<file path="config.mk">
export PLATFORM = sky130hd
export DESIGN_NAME = plc_retentive_on_delay_timer_core
export DESIGN_NICKNAME = d
export VERILOG_FILES = /design/src/hw/rtl/rodt_pkg.sv /design/src/hw/rtl/plc_retentive_on_delay_timer_core.sv /design/src/hw/rtl/rodt_regs.sv /design/src/hw/rtl/rodt_div.sv
export SDC_FILE = /design/constraint.sdc
export NUM_CORES = 1
export LEC_CHECK = 0
export BUFFER_PORTS_ARGS = -buffer_cell sky130_fd_sc_hd__buf_2
export CAP_MARGIN = 20
export CORE_ASPECT_RATIO = 1.75
export CORE_MARGIN = 5
export CORE_UTILIZATION = 60
export DETAILED_ROUTE_END_ITERATION = 10
export PLACE_DENSITY = 0.84
export SLEW_MARGIN = 20
export SYNTH_ARGS = -nofsm -noshare
export SYNTH_HDL_FRONTEND = slang
export SYNTH_SLANG_ARGS = --single-unit
export TNS_END_PERCENT = 20
</file>
<file path="constraint.sdc">
create_clock -name clk -period 5.1 [get_ports clk]
set_input_delay 0.255 -clock clk [delete_from_list [all_inputs] [get_ports clk]]
set_output_delay 0.255 -clock clk [all_outputs]
set_load 0.02 [all_outputs]
</file>
<file path="src/hw/rtl/rodt_pkg.sv">
// Shared types and constants for the retentive on-delay timer.
// No dependencies; every other file of the block imports this package.
package rodt_pkg;

  localparam int DATA_W = 32;
  localparam int ADDR_W = 3;
  localparam int CNT_W  = $clog2(DATA_W);

  // Register indexes, taken from byte address bit 2.
  localparam logic REG_PRESET = 1'b0;
  localparam logic REG_BASE   = 1'b1;

  localparam logic [DATA_W-1:0] PRESET_RESET = '0;
  localparam logic [DATA_W-1:0] BASE_RESET   = DATA_W'(1);

  typedef struct packed {
    logic [DATA_W-1:0] preset;
    logic [DATA_W-1:0] base;
  } cfg_t;

  typedef struct packed {
    logic busy;
    logic done;
  } div_status_t;

endpackage

</file>
<file path="src/hw/rtl/plc_retentive_on_delay_timer_core.sv">
// Retentive on-delay timer core: one scan request in, one result out.
// An enabled scan that finds the timer running divides by time_base in ST_DIV, then
// loads its result in ST_RESULT; other scans go straight to ST_RESULT. No new scan is
// taken until the result is loaded, and ST_RESULT holds while out_valid waits on out_ready.
// Synchronous active-high reset clears the timer flags, start tick, bank and accumulated value, sets time_base to 1.
// Depends on rodt_pkg, rodt_regs and rodt_div.
module plc_retentive_on_delay_timer_core (
  input  logic                        clk,
  input  logic                        rst,
  input  logic                        psel,
  input  logic                        penable,
  input  logic                        pwrite,
  input  logic [rodt_pkg::ADDR_W-1:0] paddr,
  input  logic [rodt_pkg::DATA_W-1:0] pwdata,
  output logic [rodt_pkg::DATA_W-1:0] prdata,
  output logic                        pready,
  input  logic                        in_valid,
  output logic                        in_ready,
  input  logic                        count_in,
  input  logic                        enable_in,
  input  logic [rodt_pkg::DATA_W-1:0] tick_now,
  output logic                        out_valid,
  input  logic                        out_ready,
  output logic                        done_out,
  output logic                        running_out,
  output logic [rodt_pkg::DATA_W-1:0] accumulated_out
);
  import rodt_pkg::*;

  typedef enum logic [1:0] {ST_IDLE, ST_DIV, ST_RESULT} state_t;

  state_t            state;
  cfg_t              cfg;
  div_status_t       div_st;
  logic [DATA_W-1:0] quotient;
  logic [DATA_W-1:0] base;
  logic [DATA_W-1:0] sum_now;
  logic [DATA_W-1:0] value;
  logic              accept;
  logic              div_start;

  logic              running_flag;
  logic              done_flag;
  logic [DATA_W-1:0] start_tick;
  logic [DATA_W-1:0] banked_ticks;
  logic [DATA_W-1:0] accumulated_value;
  logic [DATA_W-1:0] sum_reg;
  logic              count_reg;

  rodt_regs u_regs (
    .clk     (clk),
    .rst     (rst),
    .psel    (psel),
    .penable (penable),
    .pwrite  (pwrite),
    .paddr   (paddr),
    .pwdata  (pwdata),
    .prdata  (prdata),
    .pready  (pready),
    .cfg     (cfg)
  );

  assign base      = (cfg.base == '0) ? DATA_W'(1) : cfg.base;
  assign sum_now   = tick_now - start_tick + banked_ticks;
  assign in_ready  = (state == ST_IDLE);
  assign accept    = in_valid && in_ready;
  assign div_start = accept && enable_in && !done_flag && running_flag;
  assign value     = quotient + DATA_W'(1);

  rodt_div u_div (
    .clk      (clk),
    .rst      (rst),
    .start    (div_start),
    .dividend (sum_now),
    .divisor  (base),
    .quotient (quotient),
    .status   (div_st)
  );

  always_ff @(posedge clk) begin
    if (rst) begin
      state             <= ST_IDLE;
      running_flag      <= 1'b0;
      done_flag         <= 1'b0;
      start_tick        <= '0;
      banked_ticks      <= '0;
      accumulated_value <= '0;
      out_valid         <= 1'b0;
    end else begin
      if (out_valid && out_ready && state != ST_RESULT) begin
        out_valid <= 1'b0;
      end
      case (state)
        ST_IDLE: begin
          if (accept) begin
            state <= div_start ? ST_DIV : ST_RESULT;
            if (!enable_in) begin
              accumulated_value <= '0;
              done_flag         <= 1'b0;
              running_flag      <= 1'b0;
              banked_ticks      <= '0;
            end else if (!done_flag) begin
              if (running_flag) begin
                sum_reg   <= sum_now;
                count_reg <= count_in;
              end else if (count_in) begin
                start_tick   <= tick_now;
                running_flag <= 1'b1;
              end
            end
          end
        end
        ST_DIV: begin
          if (div_st.done) begin
            state <= ST_RESULT;
            if (value >= cfg.preset) begin
              accumulated_value <= cfg.preset;
              done_flag         <= 1'b1;
              running_flag      <= 1'b0;
            end else begin
              accumulated_value <= value;
              if (!count_reg) begin
                // Count dropped early: the whole elapsed sum becomes the bank.
                banked_ticks <= sum_reg;
                running_flag <= 1'b0;
              end
            end
          end
        end
        ST_RESULT: begin
          if (!out_valid || out_ready) begin
            out_valid       <= 1'b1;
            done_out        <= done_flag;
            running_out     <= running_flag;
            accumulated_out <= accumulated_value;
            state           <= ST_IDLE;
          end
        end
        default: state <= ST_IDLE;
      endcase
    end
  end

  a_flags_exclusive: assert property (@(posedge clk) disable iff (rst)
    !(done_flag && running_flag))
    else $error("done and running flags set together");

  a_div_to_result: assert property (@(posedge clk) disable iff (rst)
    (state == ST_DIV && div_st.done) |=> (state == ST_RESULT))
    else $error("division finished but sequencer did not move on");

  a_disable_clears: assert property (@(posedge clk) disable iff (rst)
    (accept && !enable_in) |=>
      (!done_flag && !running_flag && accumulated_value == '0 && banked_ticks == '0))
    else $error("disabled scan did not clear the timer");

  a_div_only_in_div: assert property (@(posedge clk) disable iff (rst)
    div_st.busy |-> (state == ST_DIV))
    else $error("divider busy outside the divide state");

endmodule

</file>
<file path="src/hw/rtl/rodt_regs.sv">
// Configuration registers of the timer behind an APB-style port.
// Depends on rodt_pkg for the register indexes and the cfg_t bundle.
module rodt_regs (
  input  logic                          clk,
  input  logic                          rst,
  input  logic                          psel,
  input  logic                          penable,
  input  logic                          pwrite,
  input  logic [rodt_pkg::ADDR_W-1:0]   paddr,
  input  logic [rodt_pkg::DATA_W-1:0]   pwdata,
  output logic [rodt_pkg::DATA_W-1:0]   prdata,
  output logic                          pready,
  output rodt_pkg::cfg_t                cfg
);
  import rodt_pkg::*;

  logic wr_en;

  assign pready = 1'b1;
  assign wr_en  = psel && penable && pwrite;

  always_ff @(posedge clk) begin
    if (rst) begin
      cfg.preset <= PRESET_RESET;
      cfg.base   <= BASE_RESET;
    end else if (wr_en) begin
      case (paddr[2])
        REG_PRESET: cfg.preset <= pwdata;
        REG_BASE:   cfg.base   <= pwdata;
        default:    cfg.preset <= cfg.preset;
      endcase
    end
  end

  always_comb begin
    case (paddr[2])
      REG_PRESET: prdata = cfg.preset;
      REG_BASE:   prdata = cfg.base;
      default:    prdata = '0;
    endcase
  end

endmodule

</file>
<file path="src/hw/rtl/rodt_div.sv">
// Restoring divider, one quotient bit per cycle, DATA_W quotient bits per division.
// Depends on rodt_pkg for widths and the status bundle.
module rodt_div (
  input  logic                        clk,
  input  logic                        rst,
  input  logic                        start,
  input  logic [rodt_pkg::DATA_W-1:0] dividend,
  input  logic [rodt_pkg::DATA_W-1:0] divisor,
  output logic [rodt_pkg::DATA_W-1:0] quotient,
  output rodt_pkg::div_status_t       status
);
  import rodt_pkg::*;

  logic [DATA_W-1:0] rem;
  logic [DATA_W-1:0] dvs;
  logic [CNT_W-1:0]  cnt;
  logic [DATA_W:0]   shifted;
  logic              ge;
  logic [DATA_W:0]   diff;

  // The partial remainder always stays below the divisor, so the
  // difference fits back into DATA_W bits.
  assign shifted = {rem, quotient[DATA_W-1]};
  assign ge      = shifted >= {1'b0, dvs};
  assign diff    = shifted - {1'b0, dvs};

  always_ff @(posedge clk) begin
    if (rst) begin
      status <= '0;
      cnt    <= '0;
    end else begin
      status.done <= status.busy && !start && (cnt == CNT_W'(DATA_W - 1));
      if (start) begin
        status.busy <= 1'b1;
        cnt         <= '0;
      end else if (status.busy) begin
        cnt <= cnt + 1'b1;
        if (cnt == CNT_W'(DATA_W - 1)) begin
          status.busy <= 1'b0;
        end
      end
    end
  end

  always_ff @(posedge clk) begin
    if (start) begin
      quotient <= dividend;
      rem      <= '0;
      dvs      <= divisor;
    end else if (status.busy) begin
      quotient <= {quotient[DATA_W-2:0], ge};
      rem      <= ge ? diff[DATA_W-1:0] : shifted[DATA_W-1:0];
    end
  end

endmodule

</file>
# [After elaboration in Yosys (flattened, before gate mapping)]
# Index checks and enable logic that the tools add are counted.
[word_totals] ff_bits=335 latchBits=0 mem_bits_rw=0 mem_bits_ro=0 input_bits=76 output_inout_bits=69 word_cells=111 mem_count=0
[classes] n_addsub=5 multipliers=0 div=0 magnitude_cmp=2 eq_ne=13 shift=0 muxes=38 n_bitwise=4 reduce_logical=29
[op_table] op="two-way mux 32 bit" n=10
[op_table] op="one-hot mux 32 bit (2 select lines)" n=3
[op_table] op="subtractor 32 bit" n=2
[op_table] op=">= comparator 33 x 32 -> 1 bit" n=1
[op_table] op="adder 32 x 1 -> 32 bit (second input constant)" n=1
[op_table] op="adder 32 bit" n=1
[op_table] op=">= comparator 32 bit" n=1
[op_table] op="logical NOT 32 bit" n=1
[op_table] op="two-way mux 1 bit" n=18
[op_table] op="AND reduction 6 bit" n=3
[op_table] op="!= test 2 bit (second input constant)" n=6
[op_table] op="logical AND 1 bit" n=10
[op_table] op="AND reduction 5 bit" n=2
[op_table] op="two-way mux 2 bit" n=4
[op_table] op="!= test 3 bit (second input constant)" n=2
[op_table] op="one-hot mux 2 bit (3 select lines)" n=1
[op_table] op="AND reduction 3 bit" n=2
[op_table] op="adder 5 x 1 -> 5 bit (second input constant)" n=1
[op_table] op="== test 5 bit (second input constant)" n=1
[op_table] op="!= test 2 x 1 -> 1 bit (second input constant)" n=2
[op_table] op="NOT 1 bit" n=4
[op_table] op="one-hot mux 1 bit (2 select lines)" n=2
[op_table] op="AND reduction 2 bit" n=2
[op_table] op="AND reduction 4 bit" n=1
[op_table] op="other kinds (7)" n=10

# [Longest topological paths before layout]
# Gate-level depths: netlist of the first run.
[logic_depth] ltp_word=8 mapped_depth=17 depth_no_buf=15

# [Hierarchy]
# A second synthesis of the first run with hierarchy kept.
[hier_totals] cells_unflattened=1975 hier_area_um2=18820.6
[by_module_without_submodules] mod="plc_retentive_on_delay_timer_core" n_inst=1 cells_per_inst=1071 area_each_um2=9650.5 seq_area_each_um2=4033.9
[by_module_without_submodules] mod="rodt_div" n_inst=1 cells_per_inst=621 area_each_um2=6099.6 seq_area_each_um2=2702.6
[by_module_without_submodules] mod="rodt_regs" n_inst=1 cells_per_inst=283 area_each_um2=3070.4 seq_area_each_um2=1281.2

# [Least setup slack after synthesis of the first run]
# No wires, ideal clock.
[synth_path] path_kind="register -> register" from="register u_div.quotient[0] in the netlist's numbering" to="register banked_ticks[29]" setup_time_ns=0.131 arrival_ns=3.584 required_time_ns=4.969 setup_slack_ns=1.386 path_stages_with_launch=16 n_path_buf=2 synth_period_minus_slack_ns=3.714 path_cell_list="edfxtp_1 > ha_1 > nand4_1 > nor4_1 > and2_1 > nand4_1 > xnor2_1 > ha_1 > a21o_1 > a21oi_1 > o211ai_1 > o31a_1 > clkbuf_1 > nor3_1 > clkbuf_1 > o31ai_1"
[synth_between] elab_chain_cells=4
[synth_rtl] element="start, declared" line="rodt_div.sv:9" text="output logic [rodt_pkg::DATA_W-1:0] quotient,"
[synth_rtl] element="start signal, assigned" line="rodt_div.sv:47" text="quotient <= dividend;"
[synth_rtl] element="start signal, assigned" line="rodt_div.sv:51" text="quotient <= {quotient[DATA_W-2:0], ge};"
[synth_rtl] element="adder 32 x 1 -> 32 bit" line="plc_retentive_on_delay_timer_core.sv:68" text="assign value = quotient + DATA_W'(1);"
[synth_rtl] element=">= comparator 32 bit" line="plc_retentive_on_delay_timer_core.sv:116" text="if (value >= cfg.preset) begin"
[synth_rtl] element="!= test 2 bit (no line)"
[synth_rtl] element="AND reduction 6 bit (no line)"
[synth_rtl] element="end signal, assigned" line="plc_retentive_on_delay_timer_core.sv:124" text="banked_ticks <= sum_reg;"
[synth_rtl] element="end, declared" line="plc_retentive_on_delay_timer_core.sv:45" text="logic [DATA_W-1:0] banked_ticks;"
# Every way passes these cells.
# A chain may end at the register's enable or synchronous reset.

# [Final worst setup path of the first run]
[layout_path] from="register u_div.quotient[0] in the netlist's numbering" to="register accumulated_value[19]"
[layout_between] elab_chain_cells=5
[layout_rtl] element="adder 32 x 1 -> 32 bit (*)" line="plc_retentive_on_delay_timer_core.sv:68"
[layout_rtl] element=">= comparator 32 bit" line="plc_retentive_on_delay_timer_core.sv:116"
[layout_rtl] element="two-way mux 32 bit (*)" line="plc_retentive_on_delay_timer_core.sv:116"
[layout_rtl] element="two-way mux 32 bit (*)" line="plc_retentive_on_delay_timer_core.sv:114" text="if (div_st.done) begin"
[layout_rtl] element="one-hot mux 32 bit (2 select lines) (*)" line="plc_retentive_on_delay_timer_core.sv:93" text="case (state)"
[layout_rtl] element="end signal, assigned" line="plc_retentive_on_delay_timer_core.sv:117" text="accumulated_value <= cfg.preset;"
[layout_rtl] element="end signal, assigned" line="plc_retentive_on_delay_timer_core.sv:121" text="accumulated_value <= value;"
[layout_rtl] element="end, declared" line="plc_retentive_on_delay_timer_core.sv:46" text="logic [DATA_W-1:0] accumulated_value;"
# Mark *: on every way between the ends. The rest lies on a longest branch, timed or not. The select of a mux whose other input is x is not followed.

==> summary.txt, run 1 <==
Layout
  – Layout cells sized above 1: approximately an eighth
  – Antenna diodes: 0
  – Syn-to-layout area delta: 13.6%
  – Max reg flops: 64
  – Top reg by flops: u_regs.cfg
  – Fin nets: roughly 2600
  – Fin util: 68.6%

Power
  – Leakage: between 8 and 9 nW
  – Sequential share of power: 36.0%
  – Int Power: roughly 5.5 mW
  – Clock share of power: approximately 28%
  – Peak supply drop: 0.415 mV
  – P per Cell Area: between 300 and 400 nW/µm²
  – Comb power frac: a little over a third
  – Sw power: roughly 3.2 mW
  – Sw frac: 36.9%

Floorplanning
  – Total core area: 32000 µm²
  – Cell Rows: 87
  – DIE HEIGHT: 247 µm
  – Die area: 36000 µm²
  – Starting Density: a little over 60%
  – Die Wd: approximately 150 µm
  – Ports: around 150

Placement
  – Routability cong.: slightly below 1
  – Post-DP HPWL: approximately 40 mm
  – Port Buffers: 141

Yosys
  – Synth top area cells: dfxtp_1 (21%), edfxtp_1 (20%), nand2_1 (8.1%), ha_1 (6.4%), a21oi_1 (4.5%)
  – Post-synth cell types: 85
  – Post-synthesis sequential area ratio: roughly two fifths
  – Mapped cell area: 19300 µm²
  – Post-synthesis adder-cell area fraction: under 10%
  – Xor and xnor area share after synthesis: 3.44%
  – Post-synthesis simple-gate area fraction: between 10% and 20%
  – Gate count after technology mapping: around 2300
  – Asr flop ratio synth: 0%
  – Post-synthesis mux area share: ~1.8%
  – Top cell type's share of synthesized area: 21.1%
  – Syn nets: around 2500
  – Main flop type after synthesis: dfxtp_1
  – Compound-Gate Fraction of Synth Area: a little under a fifth
  – #FFs+latches synth: about 340
  – Synth Warn #: 0
  – Largest family of logic cells by synthesized area: compound AO/OA/AOI/OAI gates
  – Synth Area per Inst: about 8.6 µm²
  – Area leader, netlist: dfxtp_1
  – EDFF count, synth: between 100 and 150

CTS
  – PostCTS Resize Cnt: 0
  – Clock Path Buffers: 3
  – CTS root buf: clkbuf_16
  – Clock buffer count from CTS: 31
  – Worst-Skew Late Latency: slightly below 0.6 ns
  – Max H-tree Level: 1
  – TritonCTS clock tree: yes
  – Num Clock Sinks: around 340
  – Clk slew on worst S/H paths: approximately 0.07 ns

Critical path
  – Worst path required time: around 5.6 ns
  – Critical-path cell list: nand3_1, nor3_1, nand4_1, buf_4, nor2_1, xor2_1, ha_1, a21o_1, a21o_1, a21o_1, a211oi_1, o21ai_4, nor4_2, buf_4, o31ai_1, o21ai_0
  – Maximum fanout along the worst path: 23
  – CP max-delay cell: edfxtp_1
  – Slowest stage delay, CP: 0.46 ns
  – Startpoint types: register
  – R2R Setup Slk: 0.73 ns
  – CP arrival: a little under 5 ns
  – Most used cell, CP: a21o_1
  – Critical path class: register to register
  – Setup crit end kind: register

Detailed routing
  – Routed len/inst: around 20 µm
  – Routed wire length: approximately 56 mm
  – Post-route ant nets: 0
  – Vias: around 17000
  – Via/cell ratio: approximately 6.1
  – Drt pass-1 iters: 7
  – Initial drt markers: 1298
  – Drt drc: 0

Global route
  – GRT Overall Usage: between 20% and 30%
  – First-pass GRT wire length: just under 90 mm
  – Total gr overflow: 0
  – Largest net degree at the start of global routing: 90
  – Vias in the first global route: ~17000
  – Initial antenna violation count: 0

Timing
  – Period minus WS final: 4.37 ns
  – Unrepaired setup endpoints after global routing: false
  – # setup viols final: 0
  – Final setup TNS: 0 ns
  – F_max: around 230 MHz
  – Slew margin rel.: a little over a quarter
  – Fin crit share: between 80% and 90%
  – Clk_skew: around 0.013 ns
  – Final Hold Vio Count: 0
  – Slew @ Worst Pin: approximately 1.1 ns
  – Slew Limit Fails: 0

Job
  – Maximum Capacitance Violations: 0

Status
  – Outcome: finished clean

Worst hold path
  – HP Class: input port to register
critical path: cells and delay by family (launching register included):
| family | cells | cell delay [ns] |
|---|---|---|
| buf+inv | 2 | 0.51 |
| fa+ha+maj | 1 | 0.29 |
| compound gates | 7 | 1.52 |
| flops | 1 | 0.46 |
| xor+xnor | 1 | 0.25 |
| simple gates | 5 | 1.24 |
metal layers:
metal  part of all wire [%]  GRT usage [%]  vias up  wire, µm
li1                       -              -     8104         -
met1                     35           31.9     8143     19400
met2                     52           56.3      734     29100
met3                    6.1           2.96      201      3370
met4                    6.9           18.0        0      3860
met5                      0              0        -         0
synth_stat cells (6+ instances only):
cell type,instances
a211oi_1,23
a21o_1,44
a21oi_1,173
a31oi_1,19
a41oi_1,35
and2_1,6
and3_1,12
buf_1,7
buf_2,7
clkbuf_1,136
dfxtp_1,204
edfxtp_1,131
fa_1,32
ha_1,99
inv_1,208
mux2_2,14
mux2i_1,19
nand2_1,415
nand2b_1,17
nand3_1,35
nand4_1,27
nor2_1,69
nor2b_1,10
nor3_1,87
nor3b_1,8
nor4_1,15
o211ai_1,19
o21a_1,12
o21ai_0,113
o21ai_1,14
o31ai_1,67
or3_1,14
xnor2_1,46
xor2_1,30
final timing paths:
kind	start	to	depth (start not counted)
hold reg to reg	accumulated_value[13]	accumulated_out[13]	0
setup / recovery	u_div.quotient[0]	accumulated_value[19]	16
setup reg to reg	u_div.quotient[0]	accumulated_value[19]	16
hold / removal	out_ready	out_valid	3
power by group through the flow:
stage / registers, mW / clock network [mW] / logic [mW]
4_1_cts: 3.12 / 2.45 / 3.06
5_1_grt: 3.14 / 2.55 / 3.37
2_1_floorplan: 3.14 / 0 / 2.28
3_3_place_gp: 3.17 / 0 / 2.93
3_5_place_dp: 3.17 / 0 / 3.00
6_report: 3.12 / 2.42 / 3.12
area by class of cell:
type | count | area [µm²]
Multi-Input combinational cell | 1554 | 9990
Clock inverter | 25 | 239
Inverter | 208 | 781
Fill cell | 2537 | 10000
Sequential cell | 335 | 8020
Timing Repair Buffer | 242 | 1630
Tap cell | 400 | 500
Clock buffer | 33 | 803
cell usage in the layout, fill, tap and decap left out, types with 17 or more instances in the layout:
master / instances
nand4_1: 27
o31ai_1: 66
a21oi_1: 172
ha_1: 99
mux2i_1: 19
fa_1: 32
o211ai_1: 19
buf_4: 37
dfxtp_1: 203
a41oi_1: 35
xnor2_1: 46
buf_2: 140
nand2b_1: 17
nand3_1: 35
xor2_1: 30
a21o_1: 44
nand2_1: 415
o21ai_0: 113
clkbuf_16: 31
a211oi_1: 23
nor2_1: 63
nor3_1: 85
a31oi_1: 19
dlygate4sd3_1: 65
edfxtp_1: 131
inv_1: 207
logic make-up (layout without fill, tap and decap cells):
kind of cell    count (synthesis)  after routing
other cells                     1              1
flops                         335            335
fa+ha+maj                     131            131
simple gates                  747            747
xor+xnor                       76             76
compound gates                566            566
buf+inv                       363            508
mux                            33             33
through the flow:
stage               cells  hold WS (ns)  instance area (µm²)  setup WS, ns  total power, mW
floorplan            2252         0.354                19300          1.39             5.42
global placement     2674         0.415                20300         0.831             6.11
detailed placement   2674         0.416                20300         0.733             6.18
CTS                  2797        0.0687                22000         0.720             8.62
global route         2797        0.0912                22000         0.427             9.06
finish               2797        0.0788                22000         0.731             8.66
what timing repair did:
| item | 4_1_cts | 5_1_grt |
|---|---|---|
| setup buffers | 0 | 0 |
| hold endpoints to repair | 97 | 0 |
| hold buffers | 65 | 0 |
No activity file was read; power rests on OpenSTA's default activity.
==> run 2: changes to the inputs <==
CORE_ASPECT_RATIO = not set   (was 1.75)
RECOVER_POWER = 100   (was not set)
==> run 2 against run 1 <==
  * The flow now finishes with violations (capacitance limit, slew limit)
  * Clock power is 12% higher
  * First-iteration DRC count is 42% higher
  * Setup slack worse by 0.43 ns
  * Critical path depth is 1 lower
  * Routed wire length is 0.30% lower
  * Die area is 0.39% lower
  * Final area is 0.46% lower
  * Power is 1.3% higher
  * Critical path type unchanged
==> summary.txt, run 2 (synthesis results as in run 1) <==
Timing
  – Slew margin rel.: -69.4% (-97 points)
  – Slew @ Worst Pin: 2.54 ns (+1.45 ns)
  – Unrepaired setup endpoints after global routing: false
  – Final setup TNS: 0 ns (unchanged)
  – # setup viols final: 0 (unchanged)
  – Slew Limit Fails: 276 (+276)
  – F_max: 209 MHz (-8.9%)
  – Final Hold Vio Count: 0 (unchanged)
  – Setup ws final: 0.304 ns (-0.427 ns)
  – Fin crit share: 94.0% (+8.4 points)
  – Period minus WS final: 4.80 ns (+0.427 ns)
  – Clk_skew: 0.0171 ns (+0.00377 ns)

Critical path
  – Setup crit end kind: register
  – CP arrival: 5.17 ns (+0.30 ns)
  – Reg2Reg Depth: 15 (-1)
  – Slowest stage delay, CP: 0.69 ns (+0.23 ns)
  – Critical-path cell list: ha_1, nand4_1, nor4_1, and2_0, nand4_1, xnor2_1, ha_1, a21o_1, a21oi_1, o211ai_1, o31a_1, buf_4, nor3_2, buf_2, o31ai_1
  – Startpoint types: register
  – Maximum fanout along the worst path: 32 (+39%)
  – R2R Setup Slk: 0.30 ns (-0.43 ns)
  – Crit Reg-Reg Startpoint: u_div.quotient[0]
  – Critical path class: register to register
  – Worst path required time: 5.47 ns (-0.13 ns)
  – CP max-delay cell: buf_2
  – Reg2reg end: banked_ticks[12]

Global route
  – Vias in the first global route: 17000 (-1.0%)
  – Initial antenna violation count: 1 (+1)
  – Total gr overflow: 0 (unchanged)
  – Largest net degree at the start of global routing: 82 (-8.9%)
  – First-pass GRT wire length: 87.8 mm (-0.30%)
  – GRT Overall Usage: 30.0% (+0.17 points)

Detailed routing
  – Drt pass-1 iters: 5 (-2)
  – Initial drt markers: 1842 (+42%)
  – Routed wire length: 55.6 mm (-0.30%)
  – Routed len/inst: 19.9 µm (-0.30%)
  – Post-route ant nets: 0 (unchanged)
  – Vias: 17300 (+0.91%)
  – Drt drc: 0 (unchanged)
  – Via/cell ratio: 6.20 (+0.91%)

Layout
  – Layout cells sized above 1: 7.60% (-4.2 points)
  – Syn-to-layout area delta: 13.1%
  – Fin nets: 2573 (-0.23%)
  – Top reg by flops: u_regs.cfg
  – Max reg flops: 64 (unchanged)
  – Most common cell after layout, fill and taps aside: nand2_1
  – Finished Layout Cells: 2797 (unchanged)
  – Design area: 21900 µm² (-0.46%)
  – Antenna diodes: 0 (unchanged)
  – Fillcell total: 2510 (-1.1%)
  – Most frequent cells in the layout: nand2_1 (415), inv_1 (207), dfxtp_1 (203)

Placement
  – Routability cong.: 0.957 (-0.65%)
  – Dpl cells: 2669 (-0.19%)
  – Pre-CTS WS: 0.590 ns (-0.142 ns)
  – Port Buffers: 141 (unchanged)
  – Post-Place Cell Area: 20200 µm² (-0.22%)
  – Post-DP HPWL: 38.2 mm (-6.3%)

CTS
  – Post-CTS Setup Inserts: 0 (unchanged)
  – CTS root buf: clkbuf_16
  – TritonCTS clock tree: yes
  – Num Clock Sinks: 335 (unchanged)
  – Clock Path Buffers: 3 (unchanged)
  – Clk slew on worst S/H paths: 0.06 ns (about the same)
  – Clock buffer count from CTS: 37 (+19%)
  – Worst-Skew Late Latency: 0.54 ns (-0.05 ns)
  – Max H-tree Level: 2 (+1)

Power
  – P per Cell Area: 401 nW/µm² (+1.7%)
  – Peak supply drop: 0.255 mV (-38%)
  – Total power: 8.77 mW (+1.3%)
  – Leakage: 8.46 nW (-3.1%)

Worst hold path
  – HP Class: input port to register
  – Hold_sp: pwdata[15]
  – Hold Crit Depth: 3 (unchanged)
  – Hold Crit Endpoint: u_regs.cfg[15]

Status
  – Outcome: finished, violations left
  – Violated checks: capacitance limit, slew limit

Job
  – Maximum Capacitance Violations: 7 (+7)

Floorplanning
  – Ports: 145 (unchanged)
  – Total core area: 31700 µm² (-0.89%)
  – Die area: 35900 µm² (-0.39%)
  – Die Wd: 189 µm (+30%)
  – DIE HEIGHT: 189 µm (-23%)
  – Starting Density: 60.9% (+0.54 points)
  – Cell Rows: 65 (-25%)
==> run 2: cell types whose count changed in the layout (fill, tap and decap cells not counted), moves of 3 or more <==
cell	delta
clkbuf_16	+8
o21ai_0	+10
clkbuf_1	+91
clkinv_2	-4
buf_4	-19
dlygate4sd3_1	-5
clkinv_1	+3
buf_2	-73
o21ai_1	-9
==> run 2: layout make-up <==
| class | count | area (µm²) | share of cell area (%) |
|---|---|---|---|
| Timing Repair Buffer | 230 | 1410 | 6.44 |
| Tap cell | 402 | 503 | 2.30 |
| Inverter | 208 | 781 | 3.57 |
| Clock inverter | 18 | 178 | 0.813 |
| Clock buffer | 50 | 1040 | 4.74 |
| Sequential cell | 335 | 8020 | 36.7 |
| Multi-Input combinational cell | 1554 | 9940 | 45.5 |
==> run 2: repair_timing <==
item / 4_1_cts / 5_1_grt
resized for setup: 0 / 0
hold endpoints to repair: 83 / 0
hold buffers: 60 / 0
==> run 2: worst max path at each step <==
stage                       from                     to  slack, ns  depth (start not counted)
2_1_floorplan  u_div.quotient[0]       banked_ticks[29]       1.39                         15
3_3_place_gp   u_div.quotient[0]  accumulated_value[22]       0.78                         15
3_5_place_dp   u_div.quotient[0]  accumulated_value[12]       0.59                         15
4_1_cts        u_div.quotient[0]  accumulated_value[12]       0.54                         15
5_1_grt        u_div.quotient[0]        banked_ticks[0]       0.08                         15
6_report       u_div.quotient[0]       banked_ticks[12]       0.30                         15
==> run 2: stage by stage <==
| step | utilization (%) | hold slack, ns |
|---|---|---|
| finish | 68.9 | 0.00420 |
| global route | 68.9 | 0.0170 |
| CTS | 69.5 | 0.000155 |
| detailed placement | 63.8 | 0.424 |
| global placement | 63.8 | 0.415 |
| floorplan | - | 0.354 |
==> run 2: where the power goes <==
group	switching, mW	internal (mW)	total, mW	leakage [nW]
Clock	1.13	1.59	2.72	0.585
Combinational	1.80	1.13	2.93	4.96
Sequential	0.147	2.98	3.12	2.91
Total	3.07	5.70	8.77	8.46
==> run 2: worst max-delay path, delay by kind of cell, from the launching register on <==
kind / cells / cell delay [ns]
AOI/OAI and AO/OA: 5 / 1.06
buffers and inverters: 2 / 0.90
xor gates and xnor gates: 1 / 0.30
and+or+nand+nor: 5 / 1.31
DFF: 1 / 0.47
adders and majority gates: 2 / 0.56
==> run 2: per-layer routing <==
layer	track usage, %	wire length, µm	share of wire [%]
met2	51.0	26400	48
met5	0	13	0.023
met3	5.35	5000	9.0
met1	37.6	21700	39
met4	13.3	2440	4.4
==> run 3: changes to the inputs <==
CORE_UTILIZATION = 55   (was 60)
PLACE_DENSITY = 0.81   (was 0.84)
clock period = 4.3 ns   (was 5.1 ns; I/O delays follow)
==> run 3 against run 2 <==
  * The run still ends with capacitance limit, slew limit left
  * Clock-buffer cell count up 1
  * Clock skew down 0.0035 ns
  * First-iteration DRC count down 22%
  * Largest cell class unchanged
  * Largest power group unchanged
  * Highest routed layer is now met4
==> summary.txt, run 3 (synthesis results as in run 1) <==
Critical path
  – Slowest stage delay, CP: 0.48 ns (-0.21 ns)
  – Crit path max-delay family: compound AO/OA/AOI/OAI gates
  – Setup crit end kind: register
  – Critical path class: register to register
  – R2R Setup Slk: 0.22 ns (-0.09 ns)
  – CP Buf/Inv Count: 2 (unchanged)
  – Maximum fanout along the worst path: 32 (unchanged)
  – Critical-path cell list: ha_2, nand4_1, nor4_1, buf_4, and3_1, nand2_1, xnor2_1, ha_1, nand2_1, nor2_1, nand4_1, o21ai_1, o31a_1, nor3_1, buf_12, o31ai_1
  – Worst path required time: 4.73 ns (-0.74 ns)
  – CP max-delay cell: edfxtp_1
  – Startpoint types: register
  – CP arrival: 4.52 ns (-0.65 ns)

Timing
  – Fin crit share: 94.9% (+0.87 points)
  – Final setup TNS: 0 ns (unchanged)
  – F_max: 245 MHz (+18%)
  – Unrepaired setup endpoints after global routing: false
  – Slew @ Worst Pin: 2.58 ns (+0.0387 ns)
  – Slew Limit Fails: 309 (+12%)
  – Period minus WS final: 4.08 ns (-0.715 ns)
  – Clk_skew: 0.0136 ns (-0.00347 ns)
  – # setup viols final: 0 (unchanged)
  – Slew margin rel.: -71.9% (-2.6 points)
  – Final Hold Vio Count: 0 (unchanged)

Floorplanning
  – Die Wd: 197 µm (+4.2%)
  – Die area: 39000 µm² (+8.6%)
  – Cell Rows: 68 (+4.6%)
  – DIE HEIGHT: 197 µm (+4.2%)
  – Ports: 145 (unchanged)
  – Starting Density: 55.8% (-5.1 points)
  – Total core area: 34600 µm² (+9.2%)

Placement
  – Port Buffers: 141 (unchanged)
  – Routability cong.: 0.992 (+3.7%)
  – Post-DP HPWL: 39.3 mm (+2.9%)

Detailed routing
  – Routed wire length: 56.2 mm (+1.2%)
  – Initial drt markers: 1444 (-22%)
  – Drt drc: 0 (unchanged)
  – Vias: 17300 (-0.28%)
  – Routed len/inst: 19.6 µm (-1.2%)
  – Drt pass-1 iters: 6 (+1)
  – Via/cell ratio: 6.03 (-2.6%)
  – Post-route ant nets: 0 (unchanged)

Job
  – Maximum Capacitance Violations: 6 (-1)

Layout
  – Fin util: 63.9% (-5.0 points)
  – Layout cells sized above 1: 8.26% (+0.66 points)
  – Antenna diodes: 0 (unchanged)
  – Fin nets: 2589 (+0.62%)
  – Area of the multi-input gates: 9990 µm² (+0.55%)
  – FF+latch area: 8020 µm² (unchanged)
  – Syn-to-layout area delta: 14.5%
  – Most frequent cells in the layout: nand2_1 (416), inv_1 (208), dfxtp_1 (203)
  – Max reg flops: 64 (unchanged)
  – Fillcell total: 2791 (+11%)
  – Top reg by flops: u_regs.cfg
  – Most common cell after layout, fill and taps aside: nand2_1

Global route
  – Initial antenna violation count: 0 (-1)
  – Total gr overflow: 0 (unchanged)
  – GRT Overall Usage: 28.0% (-2.0 points)
  – First-pass GRT wire length: 88.9 mm (+1.3%)
  – Vias in the first global route: 16900 (-0.82%)
  – Largest net degree at the start of global routing: 88 (+7.3%)

Worst hold path
  – HP Class: input port to register

Status
  – Violated checks: capacitance limit, slew limit
  – Outcome: finished, violations left

Power
  – Peak supply drop: 0.437 mV (+71%)
  – P per Cell Area: 470 nW/µm² (+17%)
  – Leakage: 8.56 nW (+1.2%)

CTS
  – Clock Path Buffers: 3 (unchanged)
  – Clk slew on worst S/H paths: 0.06 ns (about the same)
  – TritonCTS clock tree: yes
  – CTS root buf: clkbuf_16
  – Post-CTS Setup Inserts: 0 (unchanged)
  – Worst-Skew Late Latency: 0.53 ns (about the same)
  – Clock buffer count from CTS: 36 (-2.7%)
  – Max H-tree Level: 2 (unchanged)
  – Num Clock Sinks: 335 (unchanged)
==> run 3: cell types whose count changed in the layout (fill, tap and decap cells not counted), moves of 4 or more <==
| cell | before | now |
|---|---|---|
| clkbuf_2 | 2 | 7 |
| dlygate4sd3_1 | 60 | 66 |
| o21ai_0 | 123 | 116 |
| o21ai_1 | 4 | 11 |
| clkinv_4 | 1 | 5 |
| buf_4 | 18 | 23 |
==> run 3: path summary, 6_finish.rpt <==
path / startpoint / to / cells after the start
min: rst / start_tick[15] / 2
max: u_div.quotient[0] / banked_ticks[17] / 16
min reg2reg: accumulated_value[6] / accumulated_out[6] / 0
max reg2reg: u_div.quotient[0] / banked_ticks[17] / 16
==> run 3: final cells by class <==
type / count / share of cell area (%)
multi-input cells: 1554 / 45.1
flip-flops and latches: 335 / 36.2
repair buffers: 247 / 7.07
clock buffers: 51 / 4.65
inverters: 208 / 3.53
well taps: 455 / 2.57
clock inverters: 15 / 0.808
==> run 3: worst register-to-register path, stage by stage (launching register included) <==
cell and delay [ns]:
edfxtp_1 0.48, ha_2 0.26, nand4_1 0.13, nor4_1 0.22
buf_4 0.19, and3_1 0.20, nand2_1 0.08, xnor2_1 0.19
ha_1 0.33, nand2_1 0.06, nor2_1 0.17, nand4_1 0.12
o21ai_1 0.46, o31a_1 0.44, nor3_1 0.14, buf_12 0.21
o31ai_1 0.29
==> run 3: power by group <==
group          switching [mW]  internal, mW
Combinational            2.14          1.36
Sequential              0.170          3.53
Clock                    1.33          1.87
==> run 3: metal layers <==
layer  track usage, %  vias up  wire, µm
li1                 -     8135         -
met1             36.1     8217     22500
met2             46.8      782     26800
met3             3.97      155      4340
met4             12.7        0      2620
met5                0        -         0
==> run 3: through the flow <==
step	std cells	area (µm²)	setup slack, ns	hold slack, ns	power, mW
3_3_place_gp	2732	20400	0.435	0.416	7.09
3_5_place_dp	2732	20400	0.243	0.414	7.19
6_report	2865	22100	0.219	0.193	10.4
4_1_cts	2864	22200	0.222	0.184	10.4
2_1_floorplan	2252	19300	0.586	0.314	6.42
5_1_grt	2865	22100	0.00905	0.234	11.0
==> run 3: what timing repair did <==
action	in CTS	in global routing
hold buffers	66	0
endpoints found under the setup margin	0	30
gates resized for setup	0	11
endpoints found under the hold margin	98	0
